===== src/design/bmp_pkg.sv =====
// ----------------------------------------------------------------------------
// BMP decoder package
// Shared constants and the pixel word type passed from the parser to the packer.
// ----------------------------------------------------------------------------
`timescale 1ns / 1ps

package bmp_pkg;

   localparam int MAX_WIDTH   = 4096;
   localparam int MAX_HEIGHT  = 4096;
   localparam int DIM_BITS    = 13;
   localparam int ROW_BITS    = 12;
   localparam int ROWB_BITS   = 15;
   localparam int ADDR_BITS   = 24;
   localparam int HDR_BYTES   = 54;
   localparam int OFFSET_POS  = 10;
   localparam int WIDTH_POS   = 18;
   localparam int HEIGHT_POS  = 22;

   // Depth of the queue between parser and packer.
   localparam int QUEUE_DEPTH = 4;
   localparam int PTR_BITS    = $clog2(QUEUE_DEPTH);
   localparam int COUNT_BITS  = $clog2(QUEUE_DEPTH + 1);

   typedef struct packed {
      logic [ADDR_BITS-1:0] pixel_address;
      logic [7:0]           red;
      logic [7:0]           green;
      logic [7:0]           blue;
      logic                 last_pixel;
      logic                 header_error;
   } item_type;

endpackage


===== src/design/bmp_front.sv =====
// ----------------------------------------------------------------------------
// BMP header and pixel parser
// Captures offset and dimensions, skips gap and row padding, and emits one
// pixel word per blue, green, red triple with its flipped frame address.
// ----------------------------------------------------------------------------
`timescale 1ns / 1ps

module bmp_front (
   input  logic              clock,
   input  logic              reset,
   input  logic              in_valid,
   input  logic [7:0]        data_byte,
   input  logic              file_start,
   output logic              item_valid,
   output bmp_pkg::item_type item
);
   import bmp_pkg::*;

   typedef enum logic [1:0] {
      PH_HEADER,
      PH_SKIP,
      PH_PIXELS,
      PH_DONE
   } phase_type;

   phase_type             phase_ff, phase_in, phase_cur;
   logic [31:0]           pos_ff, pos_in, pos_cur;
   logic [31:0]           offset_ff, offset_in;
   logic [31:0]           raw_w_ff, raw_w_in;
   logic [31:0]           raw_h_ff, raw_h_in;
   logic [DIM_BITS-1:0]   width_ff, width_in;
   logic [ROW_BITS-1:0]   height_m1_ff, height_m1_in;
   logic [ROWB_BITS-1:0]  row_bytes_ff, row_bytes_in;
   logic [ROW_BITS-1:0]   row_ff, row_in;
   logic [ROWB_BITS-1:0]  k_ff, k_in;
   logic [1:0]            lane_ff, lane_in;
   logic [DIM_BITS-1:0]   col_ff, col_in;
   logic [ADDR_BITS-1:0]  base_ff, base_in;
   logic [7:0]            blue_ff, blue_in;
   logic [7:0]            green_ff, green_in;

   logic                  dims_ok;
   logic [ROW_BITS-1:0]   raw_h_m1;
   logic [DIM_BITS+ROW_BITS-1:0] base_product;
   logic                  is_last;

   assign dims_ok = (raw_w_ff != 32'd0) && (raw_w_ff <= 32'(MAX_WIDTH)) &&
                    (raw_h_ff != 32'd0) && (raw_h_ff <= 32'(MAX_HEIGHT));
   assign raw_h_m1     = raw_h_ff[ROW_BITS-1:0] - ROW_BITS'(1);
   assign base_product = {{DIM_BITS{1'b0}}, raw_h_m1} *
                         {{ROW_BITS{1'b0}}, raw_w_ff[DIM_BITS-1:0]};
   assign is_last      = (row_ff == height_m1_ff) && (col_ff == width_ff - DIM_BITS'(1));

   always_comb begin
      phase_cur    = file_start ? PH_HEADER : phase_ff;
      pos_cur      = file_start ? 32'd0 : pos_ff;
      phase_in     = phase_ff;
      pos_in       = pos_ff;
      offset_in    = offset_ff;
      raw_w_in     = raw_w_ff;
      raw_h_in     = raw_h_ff;
      width_in     = width_ff;
      height_m1_in = height_m1_ff;
      row_bytes_in = row_bytes_ff;
      row_in       = row_ff;
      k_in         = k_ff;
      lane_in      = lane_ff;
      col_in       = col_ff;
      base_in      = base_ff;
      blue_in      = blue_ff;
      green_in     = green_ff;
      item_valid   = 1'b0;
      item         = '0;
      if (in_valid) begin
         phase_in = phase_cur;
         pos_in   = pos_cur;
         case (phase_cur)
            PH_HEADER: begin
               pos_in = pos_cur + 32'd1;
               if (pos_cur >= 32'(OFFSET_POS) && pos_cur < 32'(OFFSET_POS + 4)) begin
                  offset_in = {data_byte, offset_ff[31:8]};
               end else if (pos_cur >= 32'(WIDTH_POS) && pos_cur < 32'(WIDTH_POS + 4)) begin
                  raw_w_in = {data_byte, raw_w_ff[31:8]};
               end else if (pos_cur >= 32'(HEIGHT_POS) &&
                            pos_cur < 32'(HEIGHT_POS + 4)) begin
                  raw_h_in = {data_byte, raw_h_ff[31:8]};
               end
               if (pos_cur == 32'(HDR_BYTES - 1)) begin
                  if (!dims_ok) begin
                     phase_in          = PH_DONE;
                     item_valid        = 1'b1;
                     item.header_error = 1'b1;
                  end else begin
                     width_in     = raw_w_ff[DIM_BITS-1:0];
                     height_m1_in = raw_h_m1;
                     row_bytes_in = (ROWB_BITS'(raw_w_ff[DIM_BITS-1:0]) +
                                     ROWB_BITS'({raw_w_ff[DIM_BITS-1:0], 1'b0}) +
                                     ROWB_BITS'(3)) & ~ROWB_BITS'(3);
                     base_in      = base_product[ADDR_BITS-1:0];
                     row_in       = '0;
                     k_in         = '0;
                     lane_in      = 2'd0;
                     col_in       = '0;
                     if (offset_ff > 32'(HDR_BYTES) && !offset_ff[31]) begin
                        phase_in = PH_SKIP;
                     end else begin
                        phase_in = PH_PIXELS;
                     end
                  end
               end
            end
            PH_SKIP: begin
               pos_in = pos_cur + 32'd1;
               if (pos_cur + 32'd1 >= offset_ff) begin
                  phase_in = PH_PIXELS;
               end
            end
            PH_PIXELS: begin
               if (col_ff < width_ff) begin
                  case (lane_ff)
                     2'd0: begin
                        blue_in = data_byte;
                        lane_in = 2'd1;
                     end
                     2'd1: begin
                        green_in = data_byte;
                        lane_in  = 2'd2;
                     end
                     default: begin
                        item_valid         = 1'b1;
                        item.pixel_address = base_ff + ADDR_BITS'(col_ff);
                        item.red           = data_byte;
                        item.green         = green_ff;
                        item.blue          = blue_ff;
                        item.last_pixel    = is_last;
                        lane_in            = 2'd0;
                        col_in             = col_ff + DIM_BITS'(1);
                     end
                  endcase
               end
               if (k_ff + ROWB_BITS'(1) >= row_bytes_ff) begin
                  k_in    = '0;
                  lane_in = 2'd0;
                  col_in  = '0;
                  row_in  = row_ff + ROW_BITS'(1);
                  base_in = base_ff - ADDR_BITS'(width_ff);
               end else begin
                  k_in = k_ff + ROWB_BITS'(1);
               end
               if (item_valid && is_last) begin
                  phase_in = PH_DONE;
               end
            end
            default: begin
               phase_in = PH_DONE;
            end
         endcase
      end
   end

   always_ff @(posedge clock) begin
      if (reset) begin
         phase_ff <= PH_HEADER;
         pos_ff   <= 32'd0;
      end else begin
         phase_ff <= phase_in;
         pos_ff   <= pos_in;
      end
      offset_ff    <= offset_in;
      raw_w_ff     <= raw_w_in;
      raw_h_ff     <= raw_h_in;
      width_ff     <= width_in;
      height_m1_ff <= height_m1_in;
      row_bytes_ff <= row_bytes_in;
      row_ff       <= row_in;
      k_ff         <= k_in;
      lane_ff      <= lane_in;
      col_ff       <= col_in;
      base_ff      <= base_in;
      blue_ff      <= blue_in;
      green_ff     <= green_in;
   end

   // While in the header phase, the byte position stays inside the header.
   a_header_pos: assert property (@(posedge clock) disable iff (reset)
      (phase_ff == PH_HEADER) |-> (pos_ff < 32'(HDR_BYTES)))
      else $error("header byte position ran past the header");

   // An error word ends the file and carries no pixel.
   a_error_done: assert property (@(posedge clock) disable iff (reset)
      (item_valid && item.header_error) |=> (phase_ff == PH_DONE))
      else $error("parser did not stop after a header error");

endmodule


===== src/design/bmp_queue.sv =====
// ----------------------------------------------------------------------------
// BMP pixel queue
// Small first-in first-out buffer that decouples the parser from the packer.
// ----------------------------------------------------------------------------
`timescale 1ns / 1ps

module bmp_queue (
   input  logic              clock,
   input  logic              reset,
   input  logic              push,
   input  bmp_pkg::item_type push_item,
   output logic              full,
   input  logic              pop,
   output logic              empty,
   output bmp_pkg::item_type pop_item
);
   import bmp_pkg::*;

   item_type              entries_ff [QUEUE_DEPTH];
   logic [PTR_BITS-1:0]   wr_ptr_ff, wr_ptr_in;
   logic [PTR_BITS-1:0]   rd_ptr_ff, rd_ptr_in;
   logic [COUNT_BITS-1:0] count_ff, count_in;
   logic                  do_push, do_pop;

   assign full     = (count_ff == COUNT_BITS'(QUEUE_DEPTH));
   assign empty    = (count_ff == '0);
   assign pop_item = entries_ff[rd_ptr_ff];
   assign do_push  = push && !full;
   assign do_pop   = pop && !empty;

   always_comb begin
      wr_ptr_in = wr_ptr_ff;
      rd_ptr_in = rd_ptr_ff;
      count_in  = count_ff;
      if (do_push) begin
         wr_ptr_in = (wr_ptr_ff == PTR_BITS'(QUEUE_DEPTH - 1)) ? '0 :
                     wr_ptr_ff + PTR_BITS'(1);
      end
      if (do_pop) begin
         rd_ptr_in = (rd_ptr_ff == PTR_BITS'(QUEUE_DEPTH - 1)) ? '0 :
                     rd_ptr_ff + PTR_BITS'(1);
      end
      if (do_push && !do_pop) begin
         count_in = count_ff + COUNT_BITS'(1);
      end else if (do_pop && !do_push) begin
         count_in = count_ff - COUNT_BITS'(1);
      end
   end

   always_ff @(posedge clock) begin
      if (reset) begin
         wr_ptr_ff <= '0;
         rd_ptr_ff <= '0;
         count_ff  <= '0;
      end else begin
         wr_ptr_ff <= wr_ptr_in;
         rd_ptr_ff <= rd_ptr_in;
         count_ff  <= count_in;
      end
      if (do_push) begin
         entries_ff[wr_ptr_ff] <= push_item;
      end
   end

   a_count_bound: assert property (@(posedge clock) disable iff (reset)
      count_ff <= COUNT_BITS'(QUEUE_DEPTH))
      else $error("queue count exceeds its depth");

   a_no_overflow: assert property (@(posedge clock) disable iff (reset)
      push |-> !full)
      else $error("word pushed into a full queue");

   a_pop_only: assert property (@(posedge clock) disable iff (reset)
      (do_pop && !do_push) |=> (count_ff == $past(count_ff) - COUNT_BITS'(1)))
      else $error("queue count did not drop on a pop");

endmodule


===== src/design/bmp_back.sv =====
// ----------------------------------------------------------------------------
// BMP pixel packer
// Packs blue, green, red bytes into RGB565 and holds the result word in an
// output register until it is taken.
// ----------------------------------------------------------------------------
`timescale 1ns / 1ps

module bmp_back (
   input  logic                          clock,
   input  logic                          reset,
   input  logic                          q_empty,
   input  bmp_pkg::item_type             q_item,
   output logic                          q_pop,
   output logic                          out_empty,
   input  logic                          out_pop,
   output logic [bmp_pkg::ADDR_BITS-1:0] pixel_address,
   output logic [15:0]                   pixel_color,
   output logic                          last_pixel,
   output logic                          header_error
);
   import bmp_pkg::*;

   logic                 valid_ff, valid_in;
   logic [ADDR_BITS-1:0] addr_ff;
   logic [15:0]          color_ff, color_in;
   logic                 last_ff;
   logic                 error_ff;

   assign q_pop    = !q_empty && (!valid_ff || out_pop);
   assign valid_in = q_pop || (valid_ff && !out_pop);
   assign color_in = {q_item.red[7:3], q_item.green[7:2], q_item.blue[7:3]};

   always_ff @(posedge clock) begin
      if (reset) begin
         valid_ff <= 1'b0;
      end else begin
         valid_ff <= valid_in;
      end
      if (q_pop) begin
         addr_ff  <= q_item.pixel_address;
         color_ff <= color_in;
         last_ff  <= q_item.last_pixel;
         error_ff <= q_item.header_error;
      end
   end

   assign out_empty     = !valid_ff;
   assign pixel_address = addr_ff;
   assign pixel_color   = color_ff;
   assign last_pixel    = last_ff;
   assign header_error  = error_ff;

endmodule


===== src/design/bmp24_to_rgb565_stream_decoder.sv =====
// ----------------------------------------------------------------------------
// BMP 24-bit to RGB565 stream decoder
// Takes a 24-bit BMP file one byte per clock while req_full is low and gives
// one RGB565 word per pixel, with its top-down frame address. The parser
// accepts a byte every cycle that the queue is not full; its per-byte counter
// update is the only work on the byte path, so the sustained rate is one byte
// per clock whenever the result side keeps popping. A pixel word is written
// into a four-word queue when its red byte is taken, and reaches the result
// ports from the packer's output register.
// A header with a zero, negative or oversized width or height gives a single
// word with header_error set, and no pixels follow until file_start.
// ----------------------------------------------------------------------------
`timescale 1ns / 1ps

module bmp24_to_rgb565_stream_decoder (
   input  logic        clock,
   input  logic        reset,
   input  logic        req_push,
   output logic        req_full,
   input  logic [7:0]  req_data_byte,
   input  logic        req_file_start,
   output logic        rsp_empty,
   input  logic        rsp_pop,
   output logic [23:0] rsp_pixel_address,
   output logic [15:0] rsp_pixel_color,
   output logic        rsp_last_pixel,
   output logic        rsp_header_error
);
   import bmp_pkg::*;

   logic     accept;
   logic     front_valid;
   item_type front_item;
   logic     q_empty;
   logic     q_pop;
   item_type q_item;

   assign accept = req_push && !req_full;

   bmp_front u_front (
      .clock      (clock),
      .reset      (reset),
      .in_valid   (accept),
      .data_byte  (req_data_byte),
      .file_start (req_file_start),
      .item_valid (front_valid),
      .item       (front_item)
   );

   bmp_queue u_queue (
      .clock     (clock),
      .reset     (reset),
      .push      (front_valid),
      .push_item (front_item),
      .full      (req_full),
      .pop       (q_pop),
      .empty     (q_empty),
      .pop_item  (q_item)
   );

   bmp_back u_back (
      .clock         (clock),
      .reset         (reset),
      .q_empty       (q_empty),
      .q_item        (q_item),
      .q_pop         (q_pop),
      .out_empty     (rsp_empty),
      .out_pop       (rsp_pop),
      .pixel_address (rsp_pixel_address),
      .pixel_color   (rsp_pixel_color),
      .last_pixel    (rsp_last_pixel),
      .header_error  (rsp_header_error)
   );

endmodule


===== config.mk =====
export PLATFORM = sky130hd
export DESIGN_NAME = bmp24_to_rgb565_stream_decoder
export DESIGN_NICKNAME = d
export VERILOG_FILES = /design/src/design/bmp_pkg.sv /design/src/design/bmp_front.sv /design/src/design/bmp_queue.sv /design/src/design/bmp_back.sv /design/src/design/bmp24_to_rgb565_stream_decoder.sv
export SDC_FILE = /design/constraint.sdc
export NUM_CORES = 1
export LEC_CHECK = 0
export ABC_AREA = 1
export ABC_CLOCK_PERIOD_IN_PS = 7100
export BUFFER_PORTS_ARGS = -buffer_cell sky130_fd_sc_hd__buf_2
export CAP_MARGIN = 10
export CORE_MARGIN = 3
export CORE_UTILIZATION = 55
export CTS_CLUSTER_SIZE = 24
export DETAILED_ROUTE_END_ITERATION = 16
export GPL_TIMING_DRIVEN = 0
export PLACE_DENSITY_LB_ADDON = 0.15
export SLEW_MARGIN = 10
export SYNTH_ARGS = -nofsm -noshare
export SYNTH_HDL_FRONTEND = slang
export SYNTH_SLANG_ARGS = --single-unit

===== constraint.sdc =====
create_clock -name clock -period 7.1 [get_ports clock]
set_input_delay 0.355 -clock clock [delete_from_list [all_inputs] [get_ports clock]]
set_output_delay 0.355 -clock clock [all_outputs]
set_load 0.02 [all_outputs]

==> results of run 1 <==
routing by layer:
layer  track usage (%)  share of wire [%]  vias to the layer above
met1              36.9                 44                    10400
met3              3.95                6.5                      119
met5                 0                  0                        -
li1                  -                  -                    10200
met4              7.92                2.7                        0
met2              43.7                 47                      681
through the flow:
| step | hold WS [ns] | TNS [ns] | cell area [sq um] | setup slack [ns] |
|---|---|---|---|---|
| floorplan | 0.424 | 0 | 28500 | 0.967 |
| global placement | 0.430 | -2.18 | 29600 | -0.354 |
| detailed placement | 0.435 | -3.42 | 30000 | -0.461 |
| CTS | 0.0112 | 0 | 31700 | 0.0865 |
| global route | 0.0175 | 0 | 31700 | 0.00947 |
| finish | 0.0276 | 0 | 31700 | 0.452 |
worst min-delay path by stage:
stage                          from               endpoint  depth (start not counted)
4_1_cts                     rsp_pop        u_back.valid_ff                          4
6_report           req_data_byte[0]   u_front.raw_h_ff[24]                          1
2_1_floorplan   u_front.raw_w_ff[0]    u_front.width_ff[0]                          0
3_5_place_dp   u_front.raw_w_ff[30]   u_front.raw_w_ff[22]                          0
5_1_grt            req_data_byte[0]  u_front.offset_ff[24]                          1
3_3_place_gp    u_front.raw_w_ff[0]    u_front.width_ff[0]                          0
area by class of cell:
type | instances | area (sq um) | area share, %
Buffer | 75 | 325 | 1.03
Tap cell | 672 | 841 | 2.65
Sequential cell | 463 | 13500 | 42.5
Multi-Input combinational cell | 1971 | 12800 | 40.5
Clock buffer | 61 | 1290 | 4.07
Inverter | 517 | 1950 | 6.15
Clock inverter | 28 | 385 | 1.22
Timing Repair Buffer | 76 | 591 | 1.86
flip-flops by register name (all words and copies together) (netlist names), 15 cells and up:
signal	cells
u_front.base_ff	24
u_front.pos_ff	32
u_front.offset_ff	32
u_back.pixel_address	24
u_queue.entries_ff	168
u_back.pixel_color	16
u_front.raw_h_ff	32
u_front.raw_w_ff	32
u_front.k_ff	15
what timing repair did:
item                       in CTS  in global routing
resized for setup               1                 11
buffers inserted                0                  4
hold endpoints to repair        3                  0
setup endpoints to repair      13                 12
pin swaps                       0                  1
hold buffers                    1                  0
logic make-up after synthesis:
logic type	after synthesis	share of synthesized area, %
compound gates	448	8.40
fa+ha+maj	298	16.0
buf+inv	594	7.97
flops	463	47.3
simple gates	1126	17.2
xor+xnor	99	3.09
worst max-delay path: stages, from the launching register on:
cell	delay, ns
edfxtp_1	0.52
inv_6	0.21
ha_1	0.23
inv_1	0.07
nor2_1	0.15
inv_1	0.07
nor2_1	0.17
inv_1	0.08
nand2_1	0.07
nand2_1	0.28
inv_2	0.26
nand2_1	0.10
fa_1	0.50
inv_1	0.05
fa_1	0.48
fa_1	0.52
fa_1	0.54
inv_1	0.06
fa_1	0.56
inv_1	0.05
ha_1	0.36
a21oi_1	0.21
o21ai_1	0.13
a21oi_1	0.14
o211ai_1	0.12
and2_1	0.18
o21ai_1	0.21
nand2_1	0.08
power groups by stage:
stage	registers [mW]	logic (mW)	clock network [mW]
floorplan	3.55	0.803	0
global placement	3.40	1.43	0
detailed placement	3.40	1.49	0
CTS	3.34	1.51	2.70
global route	3.36	1.66	2.81
finish	3.34	1.50	2.65
cell usage in the layout (no fill, tap or decap), types with 8 or more instances in the layout:
cell,count
o21ai_0,200
clkinv_2,12
xnor2_1,24
nor3_1,46
fa_1,112
xor2_1,73
nand2_2,12
nor2_4,22
nand2_1,464
buf_4,8
o21ai_1,9
inv_1,498
inv_2,16
ha_1,186
dfxtp_1,42
nand4_1,44
nor2_1,384
nand3_1,89
edfxtp_1,421
o22ai_1,42
buf_2,63
a21oi_1,157
nand2_4,8
clkbuf_16,49
clkbuf_1,72
==> results.ini, run 1 <==
[global_route]
grt_pass1_wl_microns = 113000
antenna_found_initial = 3
grt_pass1_vias = 21200
grt_overflow_total = 0
grt_max_degree = 33
grt_use_total_pct = 26.6

[clocking]
h-tree-depth = 2
clk_pin_slew_ns = 0.06
numCtsBuffers = 49
ctsRootBufferMaster = clkbuf_16
cts.sink_count = 463
clock_latency_ns = 0.62
cts_tree = yes
cts_buffer_depth = 3

[die]
row_count = 82
die_x_microns = 234
die_h_microns = 234
die_area_sq_um = 54600
core_region_area_sq_um = 50700
num_io_pins = 57
start_util_pct = 56.3

[sta]
tightestPinTransition_ns = 1.27
slew_headroom_pct = 14.9
finClkSkew_ns = 0.0416
maxSlewViolCount = 0
fin_crit_sh_pct = 93.6
max_freq_ghz = 0.150
timing.final.hold_violations = 0
grt_setup_unrepaired = no
finalSetupViolations = 0
period_needed_ns = 6.65

[place]
dp_cells = 3771
gp_congestion = 0.930
io_buffers = 55
dp_hpwl_microns = 54500

[synth]
synth_top_area_share_pct = 44.3
yosys.area.top_type = edfxtp_1
yosysMostFrequentCell = inv_1
yosysSeqAreaShare_pct = 47.3
synthFlopType = edfxtp_1
synthesis.area_sq_um = 28500
synth.top_cells.by_count = 500 x inv_1, 465 x nand2_1, 421 x edfxtp_1
synth_area_per_cell_sq_um = 9.42
syn_inst = 3028
synthTopCellsByArea = edfxtp_1 44%, ha_1 8.2%, fa_1 7.9%
synth_cell_types = 56
synth-seq-cells = 463
synth_edf_count = 421
async_reset_ff_share_pct = 0
ys_warn_count = 0
syn_nets = 3339

[pwr]
p_sw_share_pct = 30.1
pwr-share-comb_pct = 20.0
p_switching_mw = 2.25
powerDensity_nw_per_um2 = 236
p_leak_nw = 14.0
seqPwrFrac_pct = 44.7
ir_drop_mv = 0.250
p_total_mw = 7.49
p_clk_share_pct = 35.3
internal_power_mw = 5.24

[routing]
wirelength_microns = 71200
drt_pre_antenna_iters = 6
routed-via-count = 21400
drt_iter0_drc = 1560
vias_per_cell = 5.54
drt.antenna.violating_nets = 0
drcViolationCount = 0
wire_per_inst_microns = 18.4

[setup_path]
ff2ff_setup_slack_ns = 0.45
r2r-end = u_front.base_ff[23]
arrival_ns = 6.97
startpoint = u_front.raw_h_ff[0]
critical_path_class = reg -> reg
cp.required_ns = 7.42
ff2ff_path_depth = 27
crit_end = u_front.base_ff[23]
reg2reg_from = u_front.raw_h_ff[0]
critical_path_peak_fanout = 17
worst_setup_path_start_kind = flip-flop
end_kind = flip-flop

[finish]
area_growth_pct = 11.2
stdcell_count = 3863
drive_gt1_share_pct = 7.93
layout.nets = 3464
nFillCells = 4256
final_util_pct = 62.6
diodes = 0

[hold_path]
hp-class = in -> reg

[status]
status = completed

[flow_run]
cap_violations = 0

Power figures use the tool's default switching activity.
==> run 2, diff against run 1 <==
CORE_MARGIN = 2   (was 3)
REMOVE_ABC_BUFFERS = 1   (was not set)
SETUP_SLACK_MARGIN = 0.15   (was not set)
==> run 2 against run 1 <==
Compared with the run above:
- via count down 3.1%
- routed wire length down 7.4%
- setup slack better by 0.17 ns
- global-route usage down 1.3 points
- core utilization down 1.3 points
- critical endpoint is now u_front.base_ff[22]
- critical path depth up 2
- register-to-register slack better by 0.17 ns
- fmax up 2.6%
- combinational power down 7%
==> results.ini, run 2 (same netlist as run 1, synthesis figures left out) <==
[status]
status = completed

[die]
die_x_microns = 232  ; -0.86%
core_region_area_sq_um = 51300  ; +1.2%
num_io_pins = 57  ; unchanged
die_h_microns = 232  ; -0.86%
start_util_pct = 55.6  ; -0.68 points
row_count = 83  ; +1.2%
die_area_sq_um = 53700  ; -1.7%

[global_route]
grt_pass1_vias = 20600  ; -2.5%
grt_pass1_wl_microns = 107000  ; -5.7%
antenna_found_initial = 1  ; -2
grt_overflow_total = 0  ; unchanged
grt_use_total_pct = 25.3  ; -1.3 points
grt_max_degree = 86  ; +160%

[place]
gp_congestion = 0.899  ; -3.4%
dp_hpwl_microns = 48500  ; -11%
io_buffers = 56  ; +1.8%
dp_cells = 3704  ; -1.8%

[routing]
drcViolationCount = 0  ; unchanged
routed-via-count = 20800  ; -3.1%
drt_iter0_drc = 1445  ; -7.4%
vias_per_cell = 5.46  ; -1.5%
wirelength_microns = 65900  ; -7.4%
wire_per_inst_microns = 17.3  ; -5.9%
drt.antenna.violating_nets = 0  ; unchanged
drt_pre_antenna_iters = 5  ; -1

[setup_path]
crit_path_max_incr_delay_ns = 0.55  ; about the same
crit_path_frequent_cell = inv_1
reg2reg_from = u_front.raw_h_ff[0]
end_kind = flip-flop
worst_setup_path_start_kind = flip-flop
critical_path_peak_fanout = 17  ; unchanged
arrival_ns = 6.84  ; -0.13 ns
cp.required_ns = 7.46  ; +0.04 ns
critical_path_class = reg -> reg
startpoint = u_front.raw_h_ff[0]
cp_slowest_cell = fa_1

[sta]
max_freq_ghz = 0.154  ; +2.6%
period_needed_ns = 6.48  ; -0.166 ns
grt_setup_unrepaired = no
fin_crit_sh_pct = 91.3  ; -2.3 points
hold_ws_ns = 0.119  ; +0.0910 ns
timing.setup.tns_ns = 0  ; unchanged
timing.final.hold_violations = 0  ; unchanged
tightestPinTransition_ns = 1.18  ; -0.0864 ns
finalSetupViolations = 0  ; unchanged
maxSlewViolCount = 0  ; unchanged
finClkSkew_ns = 0.0310  ; -0.0107 ns
slew_headroom_pct = 20.7  ; +5.8 points

[clocking]
clk_pin_slew_ns = 0.06  ; about the same
numCtsBuffers = 49  ; unchanged
cts_tree = yes
ctsRootBufferMaster = clkbuf_16
h-tree-depth = 2  ; unchanged
cts_buffer_depth = 3  ; unchanged
clock_latency_ns = 0.62  ; about the same
cts.sink_count = 463  ; unchanged

[finish]
layout.nets = 3393  ; -2.0%
drive_gt1_share_pct = 7.95  ; +0.020 points
top_register = u_queue.entries_ff
stdcell_count = 3801  ; -1.6%
nFillCells = 4235  ; -0.49%
final_cell_mix = 496 x inv_1, 463 x nand2_1, 421 x edfxtp_1
largest_register_ffs = 168  ; unchanged
final_common_cell = inv_1
area_growth_pct = 10.2

[hold_path]
holdCritStartpoint = req_data_byte[2]
hp-class = in -> reg

[flow_run]
cap_violations = 0  ; unchanged

[pwr]
ir_drop_mv = 0.264  ; +5.8%
p_leak_nw = 13.9  ; -0.94%
powerDensity_nw_per_um2 = 236  ; -0.19%
p_total_mw = 7.41  ; -1.1%

run 2: cell types whose count changed in the layout (fill, tap and decap cells not counted), moves of 3 or more:
cell / delta
buf_4: +3
buf_2: -7
inv_6: +3
clkinv_4: +3
buf_12: +4
buf_16: -3
clkbuf_1: -65
buf_6: -5
clkinv_2: -8
clkinv_1: +4
run 2: worst paths after layout:
check,end,slack [ns],cells after the start
max,u_front.base_ff[22],0.62,29
min,u_front.offset_ff[26],0.12,1
max reg2reg,u_front.base_ff[22],0.62,29
min reg2reg,u_front.raw_h_ff[9],0.44,0
run 2: power breakdown:
group	switching (mW)	total [mW]	internal [mW]
Sequential	0.121	3.36	3.24
Clock	1.11	2.64	1.53
Combinational	0.969	1.40	0.434
run 2: area by class of cell:
class | count | area, sq um | area share [%]
Timing Repair Buffer | 80 | 608 | 1.93
Tap cell | 680 | 851 | 2.71
Multi-Input combinational cell | 1971 | 12900 | 40.9
Clock buffer | 58 | 1280 | 4.07
Antenna cell | 1 | 2.50 | 0.00796
Clock inverter | 31 | 398 | 1.27
Sequential cell | 463 | 13500 | 42.9
Inverter | 517 | 1950 | 6.21
run 2: through the flow:
step / setup WS (ns) / util [%] / cell area, sq um
3_5_place_dp: 0.168 / 57.8 / 29700
5_1_grt: 0.172 / 61.3 / 31400
4_1_cts: 0.152 / 61.2 / 31400
3_3_place_gp: -0.921 / 57.2 / 29300
6_report: 0.618 / 61.3 / 31400
2_1_floorplan: 1.17 / - / 28200
run 2: metal layers:
layer	vias up	track usage (%)	wire length [microns]
li1	10100	-	-
met1	9998	34.1	29200
met2	537	42.4	31300
met5	-	0	0
met3	104	3.73	3510
met4	0	7.55	1840
run 2: timing repair:
item,CTS,global route
setup endpoints to repair,0,13
buffers inserted,0,4
hold endpoints to repair,7,0
hold buffers,3,0
resized for setup,0,7
run 2: worst max-delay path: cells and delay by family (launching register included):
family                     cells  cell delay [ns]
AOI/OAI and AO/OA              4             0.84
xor gates and xnor gates       1             0.15
adders and majority gates      7             3.10
buffers and inverters         10             0.87
DFF                            1             0.46
and+or+nand+nor                7             0.84
